`src/rtl/core/sct_pkg.sv`:
```
`timescale 1ns / 1ps
// ----------------------------------------------------------------------------
// sct_pkg
// Shared types and constants for the suspendable countdown timer core.
// ----------------------------------------------------------------------------
package sct_pkg;

    // field widths
    localparam int TIME_W   = 32;
    localparam int OPCODE_W = 2;
    localparam int KIND_W   = 2;
    localparam int CFG_IDX_W  = 2;
    localparam int CFG_DATA_W = 32;

    // sound scheduling thresholds and periods in ms
    localparam logic [TIME_W-1:0] NORMAL_THRESHOLD_MS = 32'd6000;
    localparam logic [TIME_W-1:0] FAST_THRESHOLD_MS   = 32'd2000;
    localparam logic [TIME_W-1:0] SLOW_PERIOD_MS      = 32'd1000;
    localparam logic [TIME_W-1:0] FAST_PERIOD_MS      = 32'd250;

    // item opcodes
    typedef enum logic [OPCODE_W-1:0] {
        OP_START       = 2'd0,
        OP_TICK        = 2'd1,
        OP_SET_SUSPEND = 2'd2,
        OP_MAP_SUSPEND = 2'd3
    } opcode_t;

    // sound reported by a tick
    typedef enum logic [KIND_W-1:0] {
        SOUND_NONE   = 2'd0,
        SOUND_NORMAL = 2'd1,
        SOUND_HURRY  = 2'd2
    } sound_kind_t;

    // configuration register indexes
    typedef enum logic [CFG_IDX_W-1:0] {
        CFG_DELAY_MS           = 2'd0,
        CFG_SOUND_ENABLED      = 2'd1,
        CFG_FOLLOW_MAP_SUSPEND = 2'd2
    } cfg_index_t;

    typedef struct packed {
        logic [TIME_W-1:0] delay_ms;
        logic              sound_enabled;
        logic              follow_map_suspend;
    } cfg_t;

    typedef struct packed {
        opcode_t           opcode;
        logic [TIME_W-1:0] now_ms;
        logic              flag;
    } item_t;

    typedef struct packed {
        logic [TIME_W-1:0] expiry_time;
        logic [TIME_W-1:0] next_sound_time;
        logic [TIME_W-1:0] suspend_time;
        logic              done_flag;
        logic              paused_flag;
        logic              sound_armed;
    } timer_state_t;

    typedef struct packed {
        logic        finished;
        logic        suspended;
        sound_kind_t sound_kind;
    } result_t;

endpackage

```
`src/rtl/core/sct_if.sv`:
```
`timescale 1ns / 1ps
// ----------------------------------------------------------------------------
// sct_req_if / sct_rsp_if
// Valid/ready channels for timer events and timer status results.
// ----------------------------------------------------------------------------
interface sct_req_if;
    logic                        valid;
    logic                        ready;
    logic [sct_pkg::OPCODE_W-1:0] opcode;
    logic [sct_pkg::TIME_W-1:0]   now_ms;
    logic                        flag;

    modport source (output valid, output opcode, output now_ms, output flag, input ready);
    modport sink   (input valid, input opcode, input now_ms, input flag, output ready);
endinterface

interface sct_rsp_if;
    logic                       valid;
    logic                       ready;
    logic                       finished;
    logic                       suspended;
    logic [sct_pkg::KIND_W-1:0] sound_kind;

    modport source (output valid, output finished, output suspended, output sound_kind,
                    input ready);
    modport sink   (input valid, input finished, input suspended, input sound_kind,
                    output ready);
endinterface

```
`src/rtl/core/suspendable_countdown_timer_core.sv`:
```
`timescale 1ns / 1ps
// ----------------------------------------------------------------------------
// suspendable_countdown_timer_core
// Millisecond countdown timer with suspend/resume and clock sound scheduling.
// ----------------------------------------------------------------------------
// The core takes one event per clock while the result side is not stalled
// and returns exactly one status result per event, registered in the result
// register. An event lands in an input register, its effect on the timer
// state and its status are computed in one pass of compare/add logic, and
// the status is held in a result register. The timer state updates in the
// same cycle as the result register, so the next event sees it at once.
// A stalled result side holds the pipeline; the input register keeps taking
// one more event while a finished result waits. Configuration is taken at
// any cycle through cfg_wr_en/cfg_index/cfg_data and applies to later events.
// ----------------------------------------------------------------------------
module suspendable_countdown_timer_core (
    input  logic                            clk,
    input  logic                            rst_n,
    input  logic                            cfg_wr_en,
    input  logic [sct_pkg::CFG_IDX_W-1:0]   cfg_index,
    input  logic [sct_pkg::CFG_DATA_W-1:0]  cfg_data,
    sct_req_if.sink                         req,
    sct_rsp_if.source                       rsp
);
    import sct_pkg::*;

    cfg_t         cfg;
    item_t        item_reg;
    logic         item_valid_reg;
    logic         item_valid_next;
    timer_state_t state_reg;
    timer_state_t state_next;
    result_t      result_reg;
    result_t      step_result;
    logic         rsp_valid_reg;
    logic         rsp_valid_next;
    logic         advance;
    logic         req_xfer;

    // configuration registers
    sct_cfg_regs u_cfg_regs (
        .clk       (clk),
        .rst_n     (rst_n),
        .cfg_wr_en (cfg_wr_en),
        .cfg_index (cfg_index),
        .cfg_data  (cfg_data),
        .cfg       (cfg)
    );

    // event evaluation
    sct_step_logic u_step_logic (
        .cfg       (cfg),
        .item      (item_reg),
        .state_cur (state_reg),
        .state_nxt (state_next),
        .result    (step_result)
    );

    // flow control: the result register frees up when empty or taken
    assign advance   = !rsp_valid_reg || rsp.ready;
    assign req.ready = !item_valid_reg || advance;
    assign req_xfer  = req.valid && req.ready;

    assign item_valid_next = req_xfer || (item_valid_reg && !advance);
    assign rsp_valid_next  = (item_valid_reg && advance) || (rsp_valid_reg && !rsp.ready);

    // control registers
    always_ff @(posedge clk or negedge rst_n)
    begin
        if (!rst_n)
        begin
            item_valid_reg <= 1'b0;
            rsp_valid_reg  <= 1'b0;
            state_reg      <= '0;
        end
        else
        begin
            item_valid_reg <= item_valid_next;
            rsp_valid_reg  <= rsp_valid_next;
            if (item_valid_reg && advance)
            begin
                state_reg <= state_next;
            end
        end
    end

    // payload registers
    always_ff @(posedge clk)
    begin
        if (req_xfer)
        begin
            item_reg.opcode <= opcode_t'(req.opcode);
            item_reg.now_ms <= req.now_ms;
            item_reg.flag   <= req.flag;
        end
        if (item_valid_reg && advance)
        begin
            result_reg <= step_result;
        end
    end

    // result channel
    assign rsp.valid      = rsp_valid_reg;
    assign rsp.finished   = result_reg.finished;
    assign rsp.suspended  = result_reg.suspended;
    assign rsp.sound_kind = result_reg.sound_kind;

endmodule

```
`src/rtl/core/sct_cfg_regs.sv`:
```
`timescale 1ns / 1ps
// ----------------------------------------------------------------------------
// sct_cfg_regs
// Configuration register file written through a plain index/data port.
// ----------------------------------------------------------------------------
module sct_cfg_regs (
    input  logic                            clk,
    input  logic                            rst_n,
    input  logic                            cfg_wr_en,
    input  logic [sct_pkg::CFG_IDX_W-1:0]   cfg_index,
    input  logic [sct_pkg::CFG_DATA_W-1:0]  cfg_data,
    output sct_pkg::cfg_t                   cfg
);
    import sct_pkg::*;

    cfg_t cfg_reg;
    cfg_t cfg_next;

    // decode the register index, unknown indexes are dropped
    always_comb
    begin
        cfg_next = cfg_reg;
        if (cfg_wr_en)
        begin
            unique case (cfg_index_t'(cfg_index))
                CFG_DELAY_MS:           cfg_next.delay_ms = cfg_data[TIME_W-1:0];
                CFG_SOUND_ENABLED:      cfg_next.sound_enabled = cfg_data[0];
                CFG_FOLLOW_MAP_SUSPEND: cfg_next.follow_map_suspend = cfg_data[0];
                default:                cfg_next = cfg_reg;
            endcase
        end
    end

    always_ff @(posedge clk or negedge rst_n)
    begin
        if (!rst_n)
        begin
            cfg_reg <= '0;
        end
        else
        begin
            cfg_reg <= cfg_next;
        end
    end

    assign cfg = cfg_reg;

endmodule

```
`src/rtl/core/sct_step_logic.sv`:
```
`timescale 1ns / 1ps
// ----------------------------------------------------------------------------
// sct_step_logic
// Next-state and status computation for one timer event.
// ----------------------------------------------------------------------------
module sct_step_logic (
    input  sct_pkg::cfg_t         cfg,
    input  sct_pkg::item_t        item,
    input  sct_pkg::timer_state_t state_cur,
    output sct_pkg::timer_state_t state_nxt,
    output sct_pkg::result_t      result
);
    import sct_pkg::*;

    logic              do_suspend_op;
    logic [TIME_W-1:0] gap;
    logic [TIME_W-1:0] remaining;
    logic              now_past_expiry;
    logic              sound_due;
    sound_kind_t       kind;

    // shared arithmetic
    assign gap             = item.now_ms - state_cur.suspend_time;
    assign remaining       = state_cur.expiry_time - item.now_ms;
    assign now_past_expiry = (item.now_ms >= state_cur.expiry_time);
    assign sound_due       = state_cur.sound_armed && (item.now_ms >= state_cur.next_sound_time);

    // a map suspend request only counts when following is enabled; resume always does
    assign do_suspend_op = (item.opcode == OP_SET_SUSPEND) ||
                           ((item.opcode == OP_MAP_SUSPEND) &&
                            (cfg.follow_map_suspend || !item.flag));

    // event decode
    always_comb
    begin
        state_nxt = state_cur;
        kind      = SOUND_NONE;
        unique case (item.opcode)
            OP_START:
            begin
                state_nxt.done_flag       = 1'b0;
                state_nxt.paused_flag     = 1'b0;
                state_nxt.suspend_time    = '0;
                state_nxt.expiry_time     = item.now_ms + cfg.delay_ms;
                state_nxt.sound_armed     = cfg.sound_enabled;
                state_nxt.next_sound_time = cfg.sound_enabled ? item.now_ms : '0;
            end
            OP_TICK:
            begin
                if (!state_cur.paused_flag && !state_cur.done_flag)
                begin
                    state_nxt.done_flag = now_past_expiry;
                    if (sound_due)
                    begin
                        kind = (remaining > NORMAL_THRESHOLD_MS) ? SOUND_NORMAL : SOUND_HURRY;
                        state_nxt.next_sound_time = state_cur.next_sound_time +
                            ((remaining > FAST_THRESHOLD_MS) ? SLOW_PERIOD_MS : FAST_PERIOD_MS);
                    end
                end
            end
            OP_SET_SUSPEND, OP_MAP_SUSPEND:
            begin
                if (do_suspend_op && (item.flag != state_cur.paused_flag))
                begin
                    state_nxt.paused_flag = item.flag;
                    if (item.flag)
                    begin
                        state_nxt.suspend_time = item.now_ms;
                    end
                    // suspension that began at time zero adds no shift
                    else if (state_cur.suspend_time != '0)
                    begin
                        state_nxt.expiry_time = state_cur.expiry_time + gap;
                        if (state_cur.sound_armed)
                        begin
                            state_nxt.next_sound_time = state_cur.next_sound_time + gap;
                        end
                    end
                end
            end
            default:
            begin
                state_nxt = state_cur;
            end
        endcase
    end

    // status after the event
    assign result.finished   = state_nxt.done_flag;
    assign result.suspended  = state_nxt.paused_flag;
    assign result.sound_kind = kind;

endmodule
```
`src/flat_wrapper.sv`:
```
// flat-port wrapper written by rule: the top's interface ports become plain ports
module suspendable_countdown_timer_core_flat import sct_pkg::*;
  (clk, rst_n, cfg_wr_en, cfg_index, cfg_data, req_valid, req_opcode, req_now_ms, req_flag, req_ready, rsp_valid, rsp_finished, rsp_suspended, rsp_sound_kind, rsp_ready);
  sct_req_if req_i ();
  sct_rsp_if rsp_i ();
  input  logic clk;
  input  logic rst_n;
  input  logic cfg_wr_en;
  input  logic [sct_pkg::CFG_IDX_W-1:0] cfg_index;
  input  logic [sct_pkg::CFG_DATA_W-1:0] cfg_data;
  input wire logic [$bits(req_i.valid)-1:0] req_valid;
  input wire logic [$bits(req_i.opcode)-1:0] req_opcode;
  input wire logic [$bits(req_i.now_ms)-1:0] req_now_ms;
  input wire logic [$bits(req_i.flag)-1:0] req_flag;
  output wire logic [$bits(req_i.ready)-1:0] req_ready;
  output wire logic [$bits(rsp_i.valid)-1:0] rsp_valid;
  output wire logic [$bits(rsp_i.finished)-1:0] rsp_finished;
  output wire logic [$bits(rsp_i.suspended)-1:0] rsp_suspended;
  output wire logic [$bits(rsp_i.sound_kind)-1:0] rsp_sound_kind;
  input wire logic [$bits(rsp_i.ready)-1:0] rsp_ready;
  assign req_i.valid = req_valid;
  assign req_i.opcode = req_opcode;
  assign req_i.now_ms = req_now_ms;
  assign req_i.flag = req_flag;
  assign req_ready = req_i.ready;
  assign rsp_valid = rsp_i.valid;
  assign rsp_finished = rsp_i.finished;
  assign rsp_suspended = rsp_i.suspended;
  assign rsp_sound_kind = rsp_i.sound_kind;
  assign rsp_i.ready = rsp_ready;
  suspendable_countdown_timer_core u_core (.clk(clk), .rst_n(rst_n), .cfg_wr_en(cfg_wr_en), .cfg_index(cfg_index), .cfg_data(cfg_data), .req(req_i), .rsp(rsp_i));
endmodule
```
`config.mk`:
```
export PLATFORM = sky130hd
export DESIGN_NAME = suspendable_countdown_timer_core_flat
export DESIGN_NICKNAME = d
export VERILOG_FILES = /design/src/rtl/core/sct_pkg.sv /design/src/rtl/core/sct_if.sv /design/src/rtl/core/suspendable_countdown_timer_core.sv /design/src/rtl/core/sct_cfg_regs.sv /design/src/rtl/core/sct_step_logic.sv /design/src/flat_wrapper.sv
export SDC_FILE = /design/constraint.sdc
export NUM_CORES = 1
export LEC_CHECK = 0
export ABC_AREA = 1
export BUFFER_PORTS_ARGS = -buffer_cell sky130_fd_sc_hd__buf_2
export CORE_AREA = 2 2 205 207
export CTS_CLUSTER_DIAMETER = 50
export DETAILED_ROUTE_END_ITERATION = 10
export DIE_AREA = 0 0 207 209
export PLACE_DENSITY_LB_ADDON = 0.15
export SKIP_LAST_GASP = 1
export SYNTH_ARGS = -nofsm -noshare
export SYNTH_HDL_FRONTEND = slang
export SYNTH_SLANG_ARGS = --single-unit
```
`constraint.sdc`:
```
create_clock -name clk -period 5.15 [get_ports clk]
set_input_delay 0.7725 -clock clk [delete_from_list [all_inputs] [get_ports clk]]
set_output_delay 0.7725 -clock clk [all_outputs]
set_load 0.02 [all_outputs]
```
# Word-level counts from Yosys, hierarchy flattened
# Cells that the tools add are included.
[classes]
addsub = 6
magnitude_cmp = 4
n_eq_ne = 13
muxes = 17
reduce_logical = 34
[ops]
columns = ["operator", "n"]
rows = [
  ["$mux 32", 5],
  ["$mux 64", 2],
  ["$pmux 32 s2", 2],
  ["$add 32x32->32", 3],
  ["$mux 96", 1],
  ["$pmux 32 s3", 1],
  ["$ge 32x32->1", 2],
  ["$sub 32x32->32", 2],
  ["$add 32x10->32", 1],
  ["$gt 32x11->1 const B", 1],
  ["$gt 32x13->1 const B", 1],
  ["$reduce_bool 32->1", 1],
  ["$mux 10", 1],
  ["$ne 2x2->1 const B", 5],
  ["$logic_and 1x1->1", 8],
  ["$reduce_and 2->1", 4],
  ["$logic_not 1->1", 7],
  ["$reduce_and 7->1", 1],
  ["$eq 2x2->1 const B", 3],
  ["$logic_or 1x1->1", 6],
  ["$reduce_and 5->1", 1],
  ["$eq 2x1->1 const B", 2],
  ["$logic_not 2->1", 2],
  ["$ne 2x1->1 const B", 2],
  ["8 further kinds", 10],
]
[totals]
register_bits = 174
in_bits = 74
output_inout_bits = 6
word_cells = 91

# Longest topological paths before layout
# Gate-level depths: netlist (run 1).
[logic_depth]
depth_word = 7
ltp_mapped = 36
mapped_depth_nobuf = 36

# Cells and area by module
# Synthesis (run 1) repeated with hierarchy kept, for this count alone.
[hier_totals]
cells_unflattened = 3438
hier_area_um2 = 20983.9
[by_module_without_submodules]
columns = ["mod", "instances", "cells_each", "area_each_um2"]
rows = [
  ["sct_step_logic", 1, 2806, 14430.1],
  ["suspendable_countdown_timer_core", 1, 480, 5171.2],
  ["sct_cfg_regs", 1, 152, 1382.6],
]

# Worst setup path after synthesis (run 1)
# Ideal clock, no wire load.
[synth_timing]
path_kind = "register -> register"
start = "register u_core.state_reg[67] in the netlist's numbering"
end = "register u_core.state_reg[61] in the netlist's numbering"
setup_time_ns = 0.126
arrival_time_ns = 3.569
t_required_ns = 5.024
slack_ns = 1.455
stages_incl_launch_ff = 35
n_path_buf = 0
synth_period_minus_slack_ns = 3.695
cell_sequence = "dfrtp_1 inv_1 ha_1 inv_1 fa_1 nand3_1 nand3_1 nand2_1 nand2_1 nand2_1 nand2_2 nand2_1 nand2_1 nand2_1 nand2_1 nor2_1 nand2_1 nor2_2 nand3_2 a21oi_1 fa_1 nand2_1 nand2_1 o21a_1 inv_1 nor2_1 nor2_1 o21ai_0 nand2_1 nand2_1 nand2_1 nand2_1 o21ai_0 nand2_1 o21ai_0"
[synth_via]
elab_chain_len = 7
[synth_lines]
columns = ["item", "line_no", "source"]
rows = [
  ["start: declaration", "suspendable_countdown_timer_core.sv:31", "timer_state_t state_reg;"],
  ["start signal: assignment", "suspendable_countdown_timer_core.sv:82", "state_reg <= state_next;"],
  ["$sub 32x32->32", "sct_step_logic.sv:24", "assign remaining = state_cur.expiry_time - item.now_ms;"],
  ["$gt 32x11->1", "sct_step_logic.sv:57", "((remaining > FAST_THRESHOLD_MS) ? SLOW_PERIOD_MS : FAST_PERIOD_MS);"],
  ["$mux 10", "sct_step_logic.sv:57", ""],
  ["$add 32x10->32", "sct_step_logic.sv:56", "state_nxt.next_sound_time = state_cur.next_sound_time +"],
  ["$mux 32", "sct_step_logic.sv:53", "if (sound_due)"],
  ["$mux 32", "sct_step_logic.sv:50", "if (!state_cur.paused_flag && !state_cur.done_flag)"],
  ["$pmux 32 s3", "sct_step_logic.sv:38", "unique case (item.opcode)"],
]
# No other way between the ends. The select of a mux whose other input is x is not followed.
# A chain may end at the register's enable or synchronous reset.

# Final worst setup path (run 1)
[layout_timing]
start = "register u_core.item_reg[20] in the netlist's numbering"
end = "register u_core.state_reg[56] in the netlist's numbering"
[layout_via]
elab_chain_len = 7
elab_cells_between_ends = 17
classes_between = "add/sub: 4; order compare: 2; eq/ne: 1; mux: 8; reduce/logical: 2"
[layout_lines]
columns = ["item", "line_no", "source"]
rows = [
  ["start: declaration", "suspendable_countdown_timer_core.sv:28", "item_t item_reg;"],
  ["$sub 32x32->32, on equally long branches", "sct_step_logic.sv:24, sct_step_logic.sv:23", ""],
  ["$gt 32x11->1 / $add 32x32->32 (equally long branches)", "sct_step_logic.sv:57, sct_step_logic.sv:76", ""],
  ["$mux 10 / $mux 32 (equally long branches)", "sct_step_logic.sv:57, sct_step_logic.sv:74", ""],
  ["$add 32x10->32 / $mux 64 (equally long branches)", "sct_step_logic.sv:56, sct_step_logic.sv:71", ""],
  ["$mux 32 / $mux 64 (equally long branches)", "sct_step_logic.sv:53, sct_step_logic.sv:66", ""],
  ["$mux 32 / $mux 96 (equally long branches)", "sct_step_logic.sv:50, sct_step_logic.sv:63", ""],
  ["$pmux 32 s3", "sct_step_logic.sv:38", ""],
]
# Several ways; a longest one is shown, not always the timed one. The select of a mux whose other input is x is not followed.

==> results_dict.tcl, run 1 <==
set metrics [dict create \
    status "finished, final reports clean" \
    p_comb_frac 0.717 \
    switching_share 0.566 \
    placedCellCount 3439 \
    dpl.hpwl_mm 60.1 \
    num_rows 75 \
    clock_power_share 0.109 \
    drc_errors 0 \
    finalHoldViolCount 0 \
    h-tree-depth 4 \
    setup_slack_ns 0.245 \
    antenna_found_initial 0 \
    setup_tns_ns 0 \
    period_needed_ns 4.91 \
    synth-async-reset-ratio 0.776 \
    finalWirelength_mm 71.3 \
    place_area_sq_mm 0.0196 \
    synth_seq_area_share 0.248 \
    synth_fp_nets 3089 \
    io_pins 80 \
    rsz0062_at_grt "true" \
    max_freq_ghz 0.204 \
    syn_area_per_cell_sq_um 6.50 \
    final_max_slew_viol_count 0 \
    busiest_layer "met2" \
    cp-start-kind "register" \
    period_share 0.952 \
    grt_use_met3 0.0579 \
    synth_top_cells_by_count "740 x nand2_1, 459 x inv_1, 245 x nor2_1" \
    fin_total_pwr_mw 12.8 \
    numCtsBuffers 17 \
    n_antenna_cell 0 \
    wl_per_cell_um 20.5 \
    postSynthCellCount 2822 \
    netlist.area_leader.share 0.184 \
    power.internal_mw 5.55 \
    crit_arrival_ns 5.24 \
    holdCritPathClass "input port to async pin" \
    die_w_um 207 \
    cts-hold-fix-buffers 0 \
    place.gp.congestion 0.971 \
    ys_seq_elements 174 \
    overflow 0 \
    slew_headroom 0.313 \
    crit_path_max_fanout 5 \
    clkSlewWorstSetupHoldPaths_ns 0.08 \
    dp_slack_ns 0.00264 \
    numPortBuffers 79 \
    drive_gt1_frac 0.0950 \
    met1_usage 0.423 \
    power_density_mw_per_mm2 632 \
    ys_top_cells_by_area "dfrtp_1 18%, nand2_1 15%, ha_1 13%" \
    yosys_most_used_dff "dfrtp_1" \
    clock_skew_ns 0.0165 \
    ir_drop_uv 346 \
    post_drt_via_cell_ratio 5.52 \
    nFillCells 4423 \
    grt_pass1_wl_mm 107 \
    clock_sinks 174 \
    root_buffer "clkbuf_16" \
    grt_max_degree 91 \
    core_sq_mm 0.0413 \
    synth_edf_count 39 \
    critPathCaptureType "register" \
    die_y_um 209 \
    synth_cell_type_count 58 \
    leakagePower_nw 10.5 \
    final_cells 3475 \
    fin_nets 3190 \
    start_util 0.444 \
    crit_type "register to register" \
    clk_path_buf_depth 2 \
    grt_pass1_vias 18400 \
    max_cap_viol_count 0 \
    die_area_sq_mm 0.0433 \
    grt_util_all_layers 0.328 \
    ys_warn_count 0 \
    fin_area_sq_mm 0.0202 \
    tightest_slew_ns 1.03 \
    cp.required_ns 5.48 \
    power_frac_seq 0.174 \
    yosysMostFrequentCell "nand2_1" \
    route.antenna.remaining_nets 0 \
    p_sw_mw 7.23 \
    vias 19200 \
    cts_tree "yes" \
    netlist_area_sq_mm 0.0183 \
    dr.pass1.iters 6 \
    largest_reg_flops 99 \
    setup_viol 0 \
    drt_iter0_markers 1668 \
    syn_to_final_growth_pct 10.2 \
    post-synth-top-area-cell "dfrtp_1" \
    grt.met2_usage 0.550 \
    clock_latency_ns 0.50 \
]
## worst paths after layout
kind,start,depth (start not counted),end,slack [ns]
worst max-delay path,u_core.item_reg[20],26,u_core.state_reg[56],0.24
worst min-delay path,rst_n,1,u_core.state_reg[63],0.29
worst max register to register,u_core.item_reg[20],26,u_core.state_reg[56],0.24
worst min register to register,u_core.item_valid_reg,2,u_core.rsp.valid,0.49
max in group asynchronous,rst_n,2,u_core.u_cfg_regs.cfg[9],3.61
min in group clk,req_now_ms[1],1,u_core.item_reg[2],0.45
## per-layer routing
metal	vias to the layer above	part of all wire
met4	0	0.034
met3	116	0.070
li1	9447	-
met5	-	0
met1	8946	0.43
met2	676	0.46
## power groups by stage
stage	clock network (mW)	registers [mW]	logic, mW
after floorplan	0	2.04	6.40
after global placement	0	2.22	8.88
after detailed placement	0	2.22	8.92
after CTS	1.42	2.20	8.97
after global routing	1.47	2.25	10.2
final	1.39	2.22	9.17
## cell families (layout without fill, tap and decap cells)
| kind of cell | Yosys count | in the layout | share of synthesized area |
|---|---|---|---|
| simple gates | 1328 | 1328 | 0.308 |
| compound gates | 539 | 539 | 0.164 |
| buf+inv | 512 | 626 | 0.106 |
| fa+ha+maj | 193 | 193 | 0.134 |
| flops | 174 | 174 | 0.248 |
| xor+xnor | 46 | 46 | 0.0220 |
| mux | 30 | 30 | 0.0184 |
## cell usage in the layout, fill, tap and decap left out, types with 8 or more instances in the layout
master     netlist  routed
a21oi_1        206     205
nand4_1         37      37
o21a_1          19      19
nor3_1          20      20
a31oi_1         14      14
nand3_1        188     187
xor2_1          32      32
nor2_2          16      19
nand2_1        740     739
edfxtp_1        39      39
nor2_1         245     241
clkbuf_16        0      17
mux2_2          30      30
buf_2           10      78
nor4_1           8       8
ha_1           188     188
inv_2           10      11
o21bai_1        20      20
or2_2           11      11
dfrtp_1        135     135
xnor2_1         14      14
o21ai_0        208     206
nand2_2         28      29
buf_4            1      43
inv_1          459     459
o22ai_1         10      10
a21o_1          23      23
nand3b_1        10      10
## what timing repair did
item,in CTS,in global routing
endpoints found under the setup margin,2,22
gates resized for setup,1,7
buffers inserted,0,4
pin swaps,0,1
gates cloned,0,0
## per-stage QoR
stage          hold slack, ns  utilization
4_1_cts                 0.377        0.488
3_3_place_gp            0.464        0.474
2_1_floorplan           0.453            -
6_report                0.288        0.489
3_5_place_dp            0.479        0.474
5_1_grt                 0.369        0.489
## worst max-delay path, stage by stage, from the launching register on
cell	delay, ns
edfxtp_1	0.53
inv_1	0.16
ha_1	0.40
nand2_2	0.16
inv_1	0.05
a21oi_1	0.25
nand2_1	0.17
a21oi_1	0.22
nand2_1	0.08
nand2_1	0.06
nand2_1	0.05
nor2_1	0.17
nand2_1	0.10
nor2_2	0.15
nand3_2	0.14
a21oi_1	0.16
ha_1	0.22
nand2_1	0.14
nor3b_1	0.29
nor2_1	0.17
o21ai_2	0.37
a21oi_1	0.16
or2_0	0.23
nand3_1	0.07
o21ai_1	0.06
nand2_1	0.05
o21ai_0	0.10
## cell type report
cell class | instances | area [sq um] | area share
clock inverter | 14 | 175 | 0.00867
multi-input combinational | 2136 | 11900 | 0.588
sequential | 174 | 4550 | 0.225
tap | 539 | 674 | 0.0334
inverter | 472 | 1770 | 0.0877
clock buffer | 18 | 429 | 0.0212
timing repair buffer | 122 | 724 | 0.0358
No activity file was read; power rests on OpenSTA's default activity.
==> run 2, diff against run 1 <==
clock period = 4.9 ns   (was 5.15 ns; I/O delays follow)
==> results_dict.tcl, run 2 (synthesis gave the netlist of run 1 again) <==
set metrics [dict create \
    nFillCells 4397 \
    drc_errors 0 \
    wl_per_cell_um 20.8 \
    route.antenna.remaining_nets 0 \
    n_antenna_cell 0 \
    crit_type "register to register" \
    clock_skew_ns 0.0110 \
    vias 19300 \
    fin_nets 3211 \
    h-tree-depth 4 \
    clk_path_buf_depth 2 \
    holdCritPathClass "input port to async pin" \
    num_rows 75 \
    max_cap_viol_count 0 \
    core_sq_mm 0.0413 \
    grt_util_all_layers 0.333 \
    power_density_mw_per_mm2 660 \
    finalHoldViolCount 0 \
    clock_sinks 174 \
    clock_power_share 0.106 \
    grt_pass1_vias 18900 \
    max_freq_ghz 0.210 \
    rsz0062_at_grt "true" \
    io_pins 80 \
    power_frac_seq 0.173 \
    crit_path_max_fanout 6 \
    setup_tns_ns 0 \
    tightest_slew_ns 1.09 \
    antenna_found_initial 1 \
    numCtsBuffers 17 \
    switching_share 0.565 \
    cp-start-kind "register" \
    leakagePower_nw 10.6 \
    multi_input_area_sq_mm 0.0120 \
    period_needed_ns 4.76 \
    start_util 0.444 \
    die_area_sq_mm 0.0433 \
    ir_drop_uv 334 \
    dpl.hpwl_mm 61.3 \
    numPortBuffers 79 \
    die_w_um 207 \
    slew_headroom 0.271 \
    crit_arrival_ns 5.16 \
    finalWirelength_mm 72.6 \
    overflow 0 \
    layout_common_cells "738 x nand2_1, 458 x inv_1, 236 x nor2_1" \
    syn_to_final_growth_pct 11.9 \
    die_y_um 209 \
    cp.required_ns 5.30 \
    post_drt_via_cell_ratio 5.51 \
    dr.pass1.iters 6 \
    grt_max_degree 65 \
    critPathCaptureType "register" \
    clock_latency_ns 0.47 \
    p_sw_mw 7.66 \
    drt_iter0_markers 1750 \
    setup_viol 0 \
    power.internal_mw 5.89 \
    place.gp.congestion 1.05 \
    largest_reg_flops 99 \
    p_comb_frac 0.721 \
    clkSlewWorstSetupHoldPaths_ns 0.08 \
    drive_gt1_frac 0.111 \
    cts_tree "yes" \
    period_share 0.972 \
    final_common_cell "nand2_1" \
    grt_pass1_wl_mm 109 \
    root_buffer "clkbuf_16" \
    final_max_slew_viol_count 0 \
    whs_ns 0.221 \
    status "finished, final reports clean" \
    r2r_setup_slack_ns 0.14 \
    final-seq-area_sq_mm 0.00455 \
]
-- run 2: cell count changes in the layout (fill, tap and decap cells not counted), sizes merged --
cell,before,now
clkbuf,18,17
buf,122,143
bufinv,2,1
clkinvlp,1,3
-- run 2: cell type report --
type	instances	share of cell area
multi-input combinational	2136	0.587
timing repair buffer	143	0.0430
clock inverter	15	0.00847
inverter	472	0.0863
tap	539	0.0329
sequential	174	0.222
clock buffer	17	0.0207
-- run 2: repair_timing --
action,4_1_cts,5_1_grt
hold buffers,0,0
setup buffers,0,14
setup endpoints to repair,2,26
resized for setup,1,47
pin swaps,0,5
-- run 2: worst max-delay path, stage by stage (launching register included) --
cell and delay, ns:
edfxtp_1 0.51, buf_4 0.23, ha_1 0.38, nand2_1 0.13, nor4_1 0.52, buf_4 0.21
nand4_1 0.21, nand4_1 0.16, xor2_1 0.33, nor2_1 0.15, ha_1 0.44, nand2_1 0.12
nor2_1 0.37, nand2_1 0.18, nor4_1 0.20, nand2_1 0.11, nand2_1 0.09, inv_1 0.04
nand2_1 0.06, nand3_1 0.06, a21oi_1 0.17
-- run 2: worst paths after layout --
kind                                           start                         to  depth (start not counted)
setup / recovery                 u_core.item_reg[20]       u_core.state_reg[66]                         20
hold / removal                                 rst_n       u_core.state_reg[59]                          1
setup reg to reg                 u_core.item_reg[20]       u_core.state_reg[66]                         20
hold reg to reg            u_core.u_cfg_regs.cfg[26]  u_core.u_cfg_regs.cfg[26]                          1
max in group asynchronous                      rst_n  u_core.u_cfg_regs.cfg[13]                          2
min in group clk                       req_opcode[1]        u_core.item_reg[34]                          1
-- run 2: per-stage QoR --
step / power [mW] / cells / utilization / instance area [sq um] / setup WS [ns]
finish: 13.6 / 3496 / 0.497 / 20500 / 0.137
global route: 14.8 / 3496 / 0.497 / 20500 / -0.0253
CTS: 13.2 / 3482 / 0.490 / 20200 / 0.00979
detailed placement: 11.7 / 3450 / 0.476 / 19600 / -0.0775
global placement: 11.7 / 3450 / 0.476 / 19600 / -0.00322
floorplan: 8.87 / 2822 / - / 18300 / 1.20
-- run 2: metal layers --
metal	vias up	part of all wire	GRT usage
li1	9480	-	-
met1	9023	0.43	0.430
met2	644	0.46	0.551
met3	125	0.070	0.0561
met4	0	0.041	0.138
met5	-	0	0
-- run 2: power by group through the flow --
stage	Combinational, mW	Clock [mW]	Sequential, mW
floorplan	6.73	0	2.14
global placement	9.35	0	2.34
detailed placement	9.38	0	2.34
CTS	9.43	1.46	2.31
global route	10.9	1.52	2.38
finish	9.78	1.44	2.34
